### src/rtl/core/jrg_pkg.sv
// ----------------------------------------------------------------------------
// jrg_pkg - shared types and constants for the Jacobi relaxation grid
// Default sizes, register map, reset values and the sequencer state type.
// ----------------------------------------------------------------------------
package jrg_pkg;

  // default sizing handed to the top level
  localparam int MAX_ROWS_DEF   = 8;
  localparam int MAX_COLS_DEF   = 8;
  localparam int VALUE_BITS_DEF = 16;

  // smallest usable grid edge (one interior cell)
  localparam int DIM_MIN = 3;

  // register widths fixed by the register map
  localparam int DIM_REG_BITS   = 4;
  localparam int SWEEP_REG_BITS = 16;
  localparam int APB_ADDR_BITS  = 4;
  localparam int APB_DATA_BITS  = 32;

  // register indexes (byte address is 4 * index)
  localparam logic [1:0] REG_ROW_COUNT   = 2'd0;
  localparam logic [1:0] REG_COL_COUNT   = 2'd1;
  localparam logic [1:0] REG_SWEEP_COUNT = 2'd2;

  // register reset values
  localparam logic [DIM_REG_BITS-1:0]   ROW_COUNT_RST   = 4'd8;
  localparam logic [DIM_REG_BITS-1:0]   COL_COUNT_RST   = 4'd8;
  localparam logic [SWEEP_REG_BITS-1:0] SWEEP_COUNT_RST = 16'd1;

  // sequencer states
  typedef enum logic [2:0] {
    ST_LOAD,      // taking cells from the input channel
    ST_SWEEP,     // five-phase stencil per interior cell
    ST_OUT_RD,    // address the result cell
    ST_OUT_CAP,   // capture RAM data into the output register
    ST_OUT_HOLD   // result presented, waiting for the sink
  } state_t;

  // stencil phases within one interior cell
  localparam logic [2:0] PH_UP    = 3'd0;
  localparam logic [2:0] PH_DOWN  = 3'd1;
  localparam logic [2:0] PH_LEFT  = 3'd2;
  localparam logic [2:0] PH_RIGHT = 3'd3;
  localparam logic [2:0] PH_WRITE = 3'd4;

endpackage

### src/rtl/core/jacobi_relaxation_grid_top.sv
// ----------------------------------------------------------------------------
// jacobi_relaxation_grid_top - 2-D five-point Jacobi relaxation engine
// Loads a grid in raster order, runs the programmed number of sweeps with a
// single shared adder, then streams the relaxed grid out in raster order.
// Load: one cell per cycle, in_ready held high while loading.
// Sweep: each interior cell runs up, down, left, right and write phases, set by
//   the single RAM read port feeding four neighbour reads into one shared adder.
// Output: each cell is read from RAM, captured, then held until the sink takes it.
// Reset (synchronous, active low) returns to loading at cell zero; grid RAMs
//   are not cleared, as every cell read was written during the same load.
// ----------------------------------------------------------------------------
module jacobi_relaxation_grid_top
  import jrg_pkg::*;
#(
  parameter int MAX_ROWS   = MAX_ROWS_DEF,
  parameter int MAX_COLS   = MAX_COLS_DEF,
  parameter int VALUE_BITS = VALUE_BITS_DEF
) (
  input  logic                         clk,
  input  logic                         rst_n,
  // input cells
  input  logic                         in_valid,
  output logic                         in_ready,
  input  logic signed [VALUE_BITS-1:0] in_cell_in,
  // result cells
  output logic                         out_valid,
  input  logic                         out_ready,
  output logic signed [VALUE_BITS-1:0] out_cell_out,
  output logic                         out_last_cell,
  // configuration
  input  logic                         psel,
  input  logic                         penable,
  input  logic                         pwrite,
  input  logic [APB_ADDR_BITS-1:0]     paddr,
  input  logic [APB_DATA_BITS-1:0]     pwdata,
  output logic [APB_DATA_BITS-1:0]     prdata,
  output logic                         pready
);

  localparam int CELLS  = MAX_ROWS * MAX_COLS;
  localparam int AW     = $clog2(CELLS);
  localparam int PW     = $clog2(CELLS + 1);
  localparam int RW_RAW = ($clog2(MAX_ROWS + 1) > $clog2(MAX_COLS + 1)) ?
                          $clog2(MAX_ROWS + 1) : $clog2(MAX_COLS + 1);
  localparam int RW     = (RW_RAW > DIM_REG_BITS) ? RW_RAW : DIM_REG_BITS;
  localparam int SW     = VALUE_BITS + 2;

  // --------------------------------------------------------------------------
  // configuration registers
  // --------------------------------------------------------------------------
  logic [DIM_REG_BITS-1:0]   row_count_r;
  logic [DIM_REG_BITS-1:0]   col_count_r;
  logic [SWEEP_REG_BITS-1:0] sweep_count_r;
  logic                      cfg_wr;

  assign pready = 1'b1;
  assign cfg_wr = psel & penable & pwrite & pready;

  always_ff @(posedge clk) begin
    if (!rst_n) begin
      row_count_r   <= ROW_COUNT_RST;
      col_count_r   <= COL_COUNT_RST;
      sweep_count_r <= SWEEP_COUNT_RST;
    end else if (cfg_wr) begin
      unique case (paddr[3:2])
        REG_ROW_COUNT:   row_count_r   <= pwdata[DIM_REG_BITS-1:0];
        REG_COL_COUNT:   col_count_r   <= pwdata[DIM_REG_BITS-1:0];
        REG_SWEEP_COUNT: sweep_count_r <= pwdata[SWEEP_REG_BITS-1:0];
        default: ;
      endcase
    end
  end

  // register read-back
  always_comb begin
    unique case (paddr[3:2])
      REG_ROW_COUNT:   prdata = APB_DATA_BITS'(row_count_r);
      REG_COL_COUNT:   prdata = APB_DATA_BITS'(col_count_r);
      REG_SWEEP_COUNT: prdata = APB_DATA_BITS'(sweep_count_r);
      default:         prdata = '0;
    endcase
  end

  // --------------------------------------------------------------------------
  // grid dimensions, clamped to the supported range
  // --------------------------------------------------------------------------
  logic [RW-1:0] rows_ext, cols_ext;
  logic [RW-1:0] rows_c, cols_c;
  logic [PW-1:0] total;

  assign rows_ext = RW'(row_count_r);
  assign cols_ext = RW'(col_count_r);

  always_comb begin
    priority if (rows_ext < RW'(DIM_MIN)) rows_c = RW'(DIM_MIN);
    else if (rows_ext > RW'(MAX_ROWS))    rows_c = RW'(MAX_ROWS);
    else                                  rows_c = rows_ext;
    priority if (cols_ext < RW'(DIM_MIN)) cols_c = RW'(DIM_MIN);
    else if (cols_ext > RW'(MAX_COLS))    cols_c = RW'(MAX_COLS);
    else                                  cols_c = cols_ext;
  end

  assign total = PW'(PW'(rows_c) * PW'(cols_c));

  // --------------------------------------------------------------------------
  // sequencer and datapath registers
  // --------------------------------------------------------------------------
  state_t                    state_r, state_nxt;
  logic [PW-1:0]             load_pos_r, load_pos_nxt;
  logic [RW-1:0]             row_r, row_nxt;
  logic [RW-1:0]             col_r, col_nxt;
  logic [AW-1:0]             k_r, k_nxt;
  logic [2:0]                ph_r, ph_nxt;
  logic [SWEEP_REG_BITS-1:0] sweeps_r, sweeps_nxt;
  logic                      src_sel_r, src_sel_nxt;
  logic signed [SW-1:0]      acc_r, acc_nxt;
  logic [AW-1:0]             out_idx_r, out_idx_nxt;
  logic signed [VALUE_BITS-1:0] out_cell_r, out_cell_nxt;
  logic                      out_last_r, out_last_nxt;

  // RAM ports
  logic                         we_a, we_b;
  logic [AW-1:0]                waddr;
  logic [VALUE_BITS-1:0]        wdata;
  logic [AW-1:0]                raddr;
  logic [VALUE_BITS-1:0]        rdata_a, rdata_b, rdata;

  // shared adder and decode helpers
  logic signed [SW-1:0]         addend, sum;
  logic [AW-1:0]                cols_a;
  logic                         in_acc, out_acc;
  logic                         load_done, row_end, grid_end, sweeps_end;

  assign cols_a   = AW'(cols_c);
  assign in_acc   = in_valid & in_ready;
  assign out_acc  = out_valid & out_ready;
  assign rdata    = src_sel_r ? rdata_b : rdata_a;

  // one adder serves all four neighbour accumulations
  assign addend   = SW'(signed'(rdata));
  assign sum      = ((ph_r == PH_DOWN) ? '0 : acc_r) + addend;

  assign load_done  = (load_pos_r + PW'(1)) >= total;
  assign row_end    = (col_r == (cols_c - RW'(2)));
  assign grid_end   = row_end && (row_r == (rows_c - RW'(2)));
  assign sweeps_end = ((sweeps_r + SWEEP_REG_BITS'(1)) == sweep_count_r);

  always_ff @(posedge clk) begin
    if (!rst_n) begin
      state_r    <= ST_LOAD;
      load_pos_r <= '0;
      sweeps_r   <= '0;
      src_sel_r  <= 1'b0;
      ph_r       <= PH_UP;
    end else begin
      state_r    <= state_nxt;
      load_pos_r <= load_pos_nxt;
      sweeps_r   <= sweeps_nxt;
      src_sel_r  <= src_sel_nxt;
      ph_r       <= ph_nxt;
    end
  end

  // payload and index registers
  always_ff @(posedge clk) begin
    row_r      <= row_nxt;
    col_r      <= col_nxt;
    k_r        <= k_nxt;
    acc_r      <= acc_nxt;
    out_idx_r  <= out_idx_nxt;
    out_cell_r <= out_cell_nxt;
    out_last_r <= out_last_nxt;
  end

  // --------------------------------------------------------------------------
  // next state
  // --------------------------------------------------------------------------
  always_comb begin
    state_nxt = state_r;
    unique case (state_r)
      ST_LOAD: begin
        if (in_acc && load_done) begin
          state_nxt = (sweep_count_r == '0) ? ST_OUT_RD : ST_SWEEP;
        end
      end
      ST_SWEEP: begin
        if (ph_r == PH_WRITE && grid_end && sweeps_end) begin
          state_nxt = ST_OUT_RD;
        end
      end
      ST_OUT_RD:  state_nxt = ST_OUT_CAP;
      ST_OUT_CAP: state_nxt = ST_OUT_HOLD;
      ST_OUT_HOLD: begin
        if (out_ready) begin
          state_nxt = out_last_r ? ST_LOAD : ST_OUT_RD;
        end
      end
      default: state_nxt = ST_LOAD;
    endcase
  end

  // --------------------------------------------------------------------------
  // counters, adder and output capture
  // --------------------------------------------------------------------------
  always_comb begin
    load_pos_nxt = load_pos_r;
    row_nxt      = row_r;
    col_nxt      = col_r;
    k_nxt        = k_r;
    ph_nxt       = ph_r;
    sweeps_nxt   = sweeps_r;
    src_sel_nxt  = src_sel_r;
    acc_nxt      = acc_r;
    out_idx_nxt  = out_idx_r;
    out_cell_nxt = out_cell_r;
    out_last_nxt = out_last_r;
    unique case (state_r)
      ST_LOAD: begin
        if (in_acc) begin
          load_pos_nxt = load_pos_r + PW'(1);
          if (load_done) begin
            // first interior cell of the first sweep
            row_nxt     = RW'(1);
            col_nxt     = RW'(1);
            k_nxt       = cols_a + AW'(1);
            ph_nxt      = PH_UP;
            sweeps_nxt  = '0;
            out_idx_nxt = '0;
          end
        end
      end
      ST_SWEEP: begin
        if (ph_r != PH_UP) begin
          acc_nxt = sum;
        end
        if (ph_r == PH_WRITE) begin
          ph_nxt = PH_UP;
          priority if (grid_end) begin
            // sweep finished: the freshly written buffer becomes current
            src_sel_nxt = ~src_sel_r;
            sweeps_nxt  = sweeps_r + SWEEP_REG_BITS'(1);
            row_nxt     = RW'(1);
            col_nxt     = RW'(1);
            k_nxt       = cols_a + AW'(1);
          end else if (row_end) begin
            // skip right border and left border of the next row
            row_nxt = row_r + RW'(1);
            col_nxt = RW'(1);
            k_nxt   = k_r + AW'(3);
          end else begin
            col_nxt = col_r + RW'(1);
            k_nxt   = k_r + AW'(1);
          end
        end else begin
          ph_nxt = ph_r + 3'd1;
        end
      end
      ST_OUT_RD: ;
      ST_OUT_CAP: begin
        out_cell_nxt = signed'(rdata);
        out_last_nxt = (PW'(out_idx_r) + PW'(1)) == total;
      end
      ST_OUT_HOLD: begin
        if (out_ready) begin
          if (out_last_r) begin
            load_pos_nxt = '0;
          end else begin
            out_idx_nxt = out_idx_r + AW'(1);
          end
        end
      end
      default: ;
    endcase
  end

  // --------------------------------------------------------------------------
  // outputs and RAM controls
  // --------------------------------------------------------------------------
  always_comb begin
    in_ready  = 1'b0;
    out_valid = 1'b0;
    we_a      = 1'b0;
    we_b      = 1'b0;
    waddr     = k_r;
    wdata     = sum[SW-1:2];
    raddr     = out_idx_r;
    unique case (state_r)
      ST_LOAD: begin
        // every cell lands in both buffers so borders stay in each
        in_ready = 1'b1;
        we_a     = in_acc;
        we_b     = in_acc;
        waddr    = load_pos_r[AW-1:0];
        wdata    = in_cell_in;
      end
      ST_SWEEP: begin
        unique case (ph_r)
          PH_UP:    raddr = k_r - cols_a;
          PH_DOWN:  raddr = k_r + cols_a;
          PH_LEFT:  raddr = k_r - AW'(1);
          PH_RIGHT: raddr = k_r + AW'(1);
          default:  raddr = k_r;
        endcase
        // floor of sum / 4 goes to the other buffer
        we_a = (ph_r == PH_WRITE) &&  src_sel_r;
        we_b = (ph_r == PH_WRITE) && !src_sel_r;
      end
      ST_OUT_RD:   ;
      ST_OUT_CAP:  ;
      ST_OUT_HOLD: out_valid = 1'b1;
      default: ;
    endcase
  end

  assign out_cell_out  = out_cell_r;
  assign out_last_cell = out_last_r;

  // --------------------------------------------------------------------------
  // grid buffers
  // --------------------------------------------------------------------------
  jrg_ram #(
    .WIDTH (VALUE_BITS),
    .DEPTH (CELLS)
  ) u_grid_a (
    .clk   (clk),
    .we    (we_a),
    .waddr (waddr),
    .wdata (wdata),
    .raddr (raddr),
    .rdata (rdata_a)
  );

  jrg_ram #(
    .WIDTH (VALUE_BITS),
    .DEPTH (CELLS)
  ) u_grid_b (
    .clk   (clk),
    .we    (we_b),
    .waddr (waddr),
    .wdata (wdata),
    .raddr (raddr),
    .rdata (rdata_b)
  );

  // --------------------------------------------------------------------------
  // assertions
  // --------------------------------------------------------------------------
  // no new cell taken while a result is pending
  a_no_overlap: assert property (@(posedge clk) disable iff (!rst_n)
    in_ready |-> !out_valid)
    else $error("input accepted while a result is pending");

  // load pointer stays within the grid store; a size shrunk mid-load may
  // leave it at or past the current grid size until the next cell arrives
  a_load_bound: assert property (@(posedge clk) disable iff (!rst_n)
    (state_r == ST_LOAD) |-> (load_pos_r < PW'(CELLS)))
    else $error("load position past grid store");

  // sweeping only while sweeps remain
  a_sweep_bound: assert property (@(posedge clk) disable iff (!rst_n)
    (state_r == ST_SWEEP) |-> (sweeps_r < sweep_count_r) && (ph_r <= PH_WRITE))
    else $error("sweep counter or phase out of range");

  // delivering the last cell reopens the input
  a_last_reload: assert property (@(posedge clk) disable iff (!rst_n)
    (out_acc && out_last_cell) |=> (in_ready && (load_pos_r == '0)))
    else $error("loading did not restart after the last cell");

endmodule

### src/rtl/core/jrg_ram.sv
// ----------------------------------------------------------------------------
// jrg_ram - generic single-write, single-read RAM
// One write port and one read port, read data registered.
// ----------------------------------------------------------------------------
module jrg_ram #(
  parameter int WIDTH = 16,
  parameter int DEPTH = 64
) (
  input  logic                     clk,
  input  logic                     we,
  input  logic [$clog2(DEPTH)-1:0] waddr,
  input  logic [WIDTH-1:0]         wdata,
  input  logic [$clog2(DEPTH)-1:0] raddr,
  output logic [WIDTH-1:0]         rdata
);

  logic [WIDTH-1:0] mem [DEPTH];

  // write port
  always_ff @(posedge clk) begin
    if (we) begin
      mem[waddr] <= wdata;
    end
  end

  // registered read port
  always_ff @(posedge clk) begin
    rdata <= mem[raddr];
  end

endmodule

### config.mk
export PLATFORM = sky130hd
export DESIGN_NAME = jacobi_relaxation_grid_top
export DESIGN_NICKNAME = d
export VERILOG_FILES = /design/src/rtl/core/jrg_pkg.sv /design/src/rtl/core/jacobi_relaxation_grid_top.sv /design/src/rtl/core/jrg_ram.sv
export SDC_FILE = /design/constraint.sdc
export NUM_CORES = 2
export LEC_CHECK = 0
export ABC_AREA = 1
export BUFFER_PORTS_ARGS = -buffer_cell sky130_fd_sc_hd__buf_2
export CAP_MARGIN = 10
export CORE_UTILIZATION = 50
export CTS_CLUSTER_SIZE = 25
export DETAILED_ROUTE_END_ITERATION = 7
export HOLD_SLACK_MARGIN = 0.06
export PLACE_DENSITY = 0.66
export REMOVE_ABC_BUFFERS = 1
export SETUP_SLACK_MARGIN = 0.05
export SLEW_MARGIN = 40
export SYNTH_ARGS = -nofsm -noshare
export SYNTH_HDL_FRONTEND = slang
export SYNTH_HIERARCHICAL = 1
export SYNTH_SLANG_ARGS = --single-unit
### constraint.sdc
create_clock -name clk -period 13.3 [get_ports clk]
set_input_delay 1.995 -clock clk [delete_from_list [all_inputs] [get_ports clk]]
set_output_delay 1.995 -clock clk [all_outputs]
set_load 0.1 [all_outputs]
# Yosys cells after proc, flatten, opt, wreduce, memory -nomap -nowiden
# Memories as Yosys holds them, arrays and structs flattened. A register that Yosys moved wholly into a read port is not among the register bits.
# Cells that the tools add are included.
[totals]
wordCells = 152
inputBits = 59
ff_bits = 109
output_inout_bits = 52
n_memories = 2
mem_bits_rw = 2048
[op_classes]
add_sub_neg = 16
order_cmp = 5
n_bitwise = 4
mul = 1
n_eq_ne = 24
n_mux = 59
reduce_logical = 26
[memory_table]
columns = ["memory", "words", "word_bits", "rd", "rd_ports_with_merged_regs", "write_ports", "line", "source"]
rows = [
  ["u_grid_a.mem", 64, 16, 1, 1, 1, "jrg_ram.sv:17", "logic [WIDTH-1:0] mem [DEPTH];"],
  ["u_grid_b.mem", 64, 16, 1, 1, 1, "jrg_ram.sv:17", ""],
]
[op_table]
columns = ["cell", "n"]
rows = [
  ["two-way mux 16 bit", 6],
  ["two-way mux 6 bit", 11],
  ["two-way mux 4 bit", 12],
  ["case mux 16 bit (3 select lines)", 1],
  ["case mux 16 bit (2 select lines)", 1],
  ["case mux 6 bit (2 select lines)", 2],
  ["case mux 6 bit (4 select lines)", 1],
  ["two-way mux 7 bit", 3],
  ["adder 18 bit", 1],
  ["two-way mux 18 bit", 1],
  ["two-way mux 3 bit", 6],
  ["!= test 2 bit, second input constant", 9],
  ["adder 16 x 1 -> 16 bit, second input constant", 1],
  ["== test 16 bit", 1],
  ["logical NOT 16 bit", 1],
  ["case mux 4 bit (2 select lines)", 2],
  ["case mux 3 bit (5 select lines)", 1],
  ["AND reduction 5 bit", 3],
  ["case mux 7 bit (2 select lines)", 1],
  ["adder 6 x 1 -> 6 bit, second input constant", 2],
  ["== test 3 x 2 -> 1 bit, second input constant", 4],
  ["AND reduction 3 bit", 3],
  ["adder 4 x 1 -> 4 bit, second input constant", 2],
  ["== test 4 bit", 2],
  ["33 further kinds", 58],
]

# Longest topological paths before layout
[logic_depth]
depth_word = 10
ltp_mapped = 23
depth_no_buf = 23

# Modules after synthesis
# Netlist, hierarchy kept.
[modules_own_cells]
columns = ["mod", "seq_area_each_um2", "cells_per_inst", "area_each_um2", "instances"]
rows = [
  ["jrg_ram", 31069.8, 3517, 42099.1, 2],
  ["jacobi_relaxation_grid_top", 2732.6, 1110, 8140.3, 1],
]

# Least setup slack after synthesis
# OpenSTA, ideal clock, no wires.
[synth_path]
path_kind = "input -> output"
from = "in paddr[3]"
to = "out prdata[1]"
n_path_buf = 0
path_stages = 4
path_slack_ps = 7442
arrival_time_ps = 3863
required_ps = 11305
path_cell_list = "inv_1 nor2_1 inv_1 o221ai_1"
[synth_between]
elab_chain_len = 2
word_cells_on_any_way = 4
cone_classes = "2 x eq/ne; 1 x mux; 1 x reduce/logical"
[synth_lines]
columns = ["element", "line", "source"]
rows = [
  ["from (decl)", "jacobi_relaxation_grid_top.sv:34", "input logic [APB_ADDR_BITS-1:0] paddr,"],
  ["== test 2 bit (tied with other cells)", "jacobi_relaxation_grid_top.sv:76", "unique case (paddr[3:2])"],
  ["case mux 16 bit (3 select lines) (*)", "jacobi_relaxation_grid_top.sv:76", ""],
  ["to (decl)", "jacobi_relaxation_grid_top.sv:36", "output logic [APB_DATA_BITS-1:0] prdata,"],
]
# Every way passes the cells marked *; elsewhere a longest branch is shown, timed or not.

# Worst setup path after layout
[layout_path]
from = "reg col_count_r[3]"
to = "reg u_grid_b.rdata[8], read port of u_grid_b.mem"
[layout_between]
elab_chain_len = 6
word_cells_on_any_way = 8
cone_classes = "2 x add/sub; 2 x order compare; 4 x mux"
[layout_lines]
columns = ["element", "line", "source"]
rows = [
  ["from (decl)", "jacobi_relaxation_grid_top.sv:52", "logic [DIM_REG_BITS-1:0] col_count_r;"],
  ["from (signal assigned)", "jacobi_relaxation_grid_top.sv:67", "REG_COL_COUNT: col_count_r <= pwdata[DIM_REG_BITS-1:0];"],
  ["greater-than comparator 4 bit", "jacobi_relaxation_grid_top.sv:99", "else if (cols_ext > RW'(MAX_COLS)) cols_c = RW'(MAX_COLS);"],
  ["two-way mux 4 bit", "jacobi_relaxation_grid_top.sv:99", ""],
  ["two-way mux 4 bit (*)", "jacobi_relaxation_grid_top.sv:98", "priority if (cols_ext < RW'(DIM_MIN)) cols_c = RW'(DIM_MIN);"],
  ["adder 6 x 4 -> 6 bit or subtractor 6 x 4 -> 6 bit (tied branches)", "jacobi_relaxation_grid_top.sv:299, jacobi_relaxation_grid_top.sv:298", ""],
  ["case mux 6 bit (4 select lines) (*)", "jacobi_relaxation_grid_top.sv:297", "unique case (ph_r)"],
  ["two-way mux 6 bit (*)", "jacobi_relaxation_grid_top.sv:287", "unique case (state_r)"],
  ["net raddr[0]", "jacobi_relaxation_grid_top.sv:125", "logic [AW-1:0] raddr;"],
  ["to (decl)", "jrg_ram.sv:14", "output logic [WIDTH-1:0] rdata"],
]
# Mark *: on every way through the listed nets, which the timed path passes. The rest lies on a longest branch.
# A chain may end at the register's enable or synchronous reset.

==> run metrics <==
chip height 432 µm; antenna viol nets, final 0; Cell Pwr Density 211 nW/µm²; synth unique cells 57; WL/cell 22.1 µm; Hold Vio Cnt, Final 0; r2r startpoint col_count_r[3]; Area contributors post-synth edfxtp_1 68%, nand2_1 12%, nand3_1 9.7%; post-cts sizing count 0; Placement Setup Slack 6.95 ns; largest area contributor in the netlist edfxtp_1; worst vdd rail ir drop 0.000243 V; Tmin final 6.26 ns; vias in the first global route 57500; final core occ 55.5%; Worst setup SP type register; maxcap violations 0; CTS Buf Count 213; Arrival @ worst endpoint 7.04 ns; CP required 14.08 ns; area grow syn2layout 10.2%; largest net degree at the start of global routing 198; I/O Buffers 75; Mapped Cells 8144; Die ar. 186000 µm²; top-count cell post-synth nand2_1; vias per cell 5.67; RSZ-0062 raised after global routing false; worst setup path startpoint col_count_r[3]; nets@finish 8290; post-CTS setup buffer count 0; post-synthesis register bit count 2189; Primary FF master, synth edfxtp_1; Hold Crit Start sweeps_r[1]; status completed; Rows 157; Clock Sinks 2189; GP Congestion 0.885; Synth top area share 68.4%; register area share after synthesis 70.3%; Die X 432 µm; Async SR Flop Fraction 0%; final setup vio count 0; DRT iter0 DRCs 6728; Clock Path Buffers 3; Least-Margin Pin Slew 0.906 ns; clock-pin slew on the worst setup and hold paths 0.06 ns; Remaining Overflow, GRT 0; I/O pin total 111; Core Footprint 183000 µm²; Critical Path End Type register; Routed WL 239000 µm; Hold Buf Count CTS 0; CTS tree built; via count 61300; Post-synth top cells 2877 x nand2_1, 2103 x edfxtp_1, 1798 x nand3_1; Syn. warnings 6; dpl hpwl 131000 µm; fin area 102000 µm²; Skew-Pair Late Insertion Delay 0.84 ns; number of flops mapped to enable cells by yosys 2103; Avg Inst Size Synth 11.3 µm²; post-synthesis cell area 92300 µm²; Max Clock Skew 0.0344 ns; max-slew headroom at the worst pin 39.6%; max-slew violation count 0; CTS root buf clkbuf_16; Filler cells 15100; crit-path max FO 171; HP Class register to register; Post-route DRC 0; setup ws final 7.04 ns; Placed Area 94900 µm²; Static Leak 37.1 nW; router iterations before antenna repair 7; fin crit share 47.1%; initial antenna violation count 4; initial core utilization 50.4%; share of cells above drive strength 1 8.07%; kind of critical path register to register; # H-tree levels 4; first-pass GRT wire length 357000 µm; Max Fclk 0.160 GHz; total track usage 25.3%
==> layout make-up <==
type	instances	area, µm²	share of cell area [%]
antenna	3	7.51	0.00738
clock buffer	274	5710	5.61
clock inverter	120	961	0.945
inverter	161	694	0.683
multi-input combinational	5314	24100	23.7
sequential	2189	64900	63.8
tap	2464	3080	3.03
timing repair buffer	289	2260	2.22
==> per-stage QoR <==
stage | total power, mW | setup TNS, ns | std cells | hold slack (ns)
after floorplan | 14.5 | -422.18 | 7664 | 0.453
after global placement | 15.5 | 0 | 10400 | 0.462
after detailed placement | 15.7 | 0 | 10400 | 0.478
after CTS | 21.5 | 0 | 10800 | 0.486
after global routing | 22.4 | 0 | 10800 | 0.504
final | 21.5 | 0 | 10800 | 0.484
==> power breakdown <==
group / switching [mW] / total, mW / internal [mW]
registers: 0.105 / 8.73 / 8.62
logic: 5.34 / 6.94 / 1.60
clock network: 2.55 / 5.82 / 3.27
total: 8.00 / 21.5 / 13.5
==> logic make-up after synthesis <==
logic type | count (synthesis) | share of synthesized area, %
flip-flops | 2189 | 70.3
adder cells (fa/ha/maj) | 63 | 0.902
AO/OA/AOI/OAI | 174 | 1.10
buffers and inverters | 656 | 4.06
other | 2 | 0.00813
AND/OR/NAND/NOR | 4993 | 23.0
XOR/XNOR | 67 | 0.650
==> worst max-delay path: stages (launching register included) <==
cell and delay, ns:
dfxtp_1 0.57, inv_4 0.14, o21ai_4 0.19, o21ai_0 0.16
ha_1 0.30, o22ai_1 0.20, o22ai_1 0.18, inv_8 0.31
buf_4 0.58, buf_12 0.34, buf_16 0.41, buf_12 0.55
buf_6 0.64, nand2_1 0.10, nand3_1 0.11, nand3_1 0.11
nand2_1 0.17, nand2_1 0.08, nand3_1 0.24, nand3_1 0.26
nand2_1 0.12
==> cell usage in the layout (no fill, tap or decap), types with 15 or more instances in the layout <==
| cell | n |
|---|---|
| buf_4 | 180 |
| buf_6 | 21 |
| clkinv_2 | 42 |
| edfxtp_1 | 2103 |
| conb_1 | 17 |
| clkbuf_1 | 53 |
| nor4_2 | 16 |
| inv_1 | 145 |
| buf_2 | 75 |
| nand4_1 | 33 |
| clkinv_1 | 51 |
| a21oi_1 | 71 |
| xnor2_1 | 17 |
| o21ai_0 | 44 |
| clkbuf_16 | 219 |
| nand3_1 | 1798 |
| nand2_1 | 2861 |
| nor2_1 | 226 |
| nand2_4 | 15 |
| dfxtp_1 | 86 |
| xor2_1 | 49 |
| ha_1 | 57 |
==> metal layers <==
layer | part of all wire (%) | vias up | track usage [%]
met5 | 0.0054 | - | 0
met4 | 4.4 | 2 | 11.1
met3 | 7.9 | 495 | 4.20
met2 | 48 | 2526 | 41.0
met1 | 40 | 29900 | 33.8
li1 | - | 28400 | -
==> worst paths after layout <==
path                                           to  slack (ns)  cells after the start
worst max-delay path            u_grid_b/rdata[8]        7.04                     20
worst min-delay path                  sweeps_r[1]        0.48                      2
worst max register to register  u_grid_b/rdata[8]        7.04                     20
worst min register to register        sweeps_r[1]        0.48                      2
==> state kept, by name, summed over array words and instances (netlist names) <==
name / cells
acc_r: 18
col_count_r: 4
col_r: 4
k_r: 6
load_pos_r: 7
out_cell_out: 16
out_idx_r: 6
out_last_cell: 1
ph_r: 3
row_count_r: 4
row_r: 4
src_sel_r: 1
state_r: 3
sweep_count_r: 16
sweeps_r: 16
u_grid_a/mem: 1024
u_grid_a/rdata: 16
u_grid_b/mem: 1024
u_grid_b/rdata: 16
Note: power is estimated with default switching activity, not from simulation.
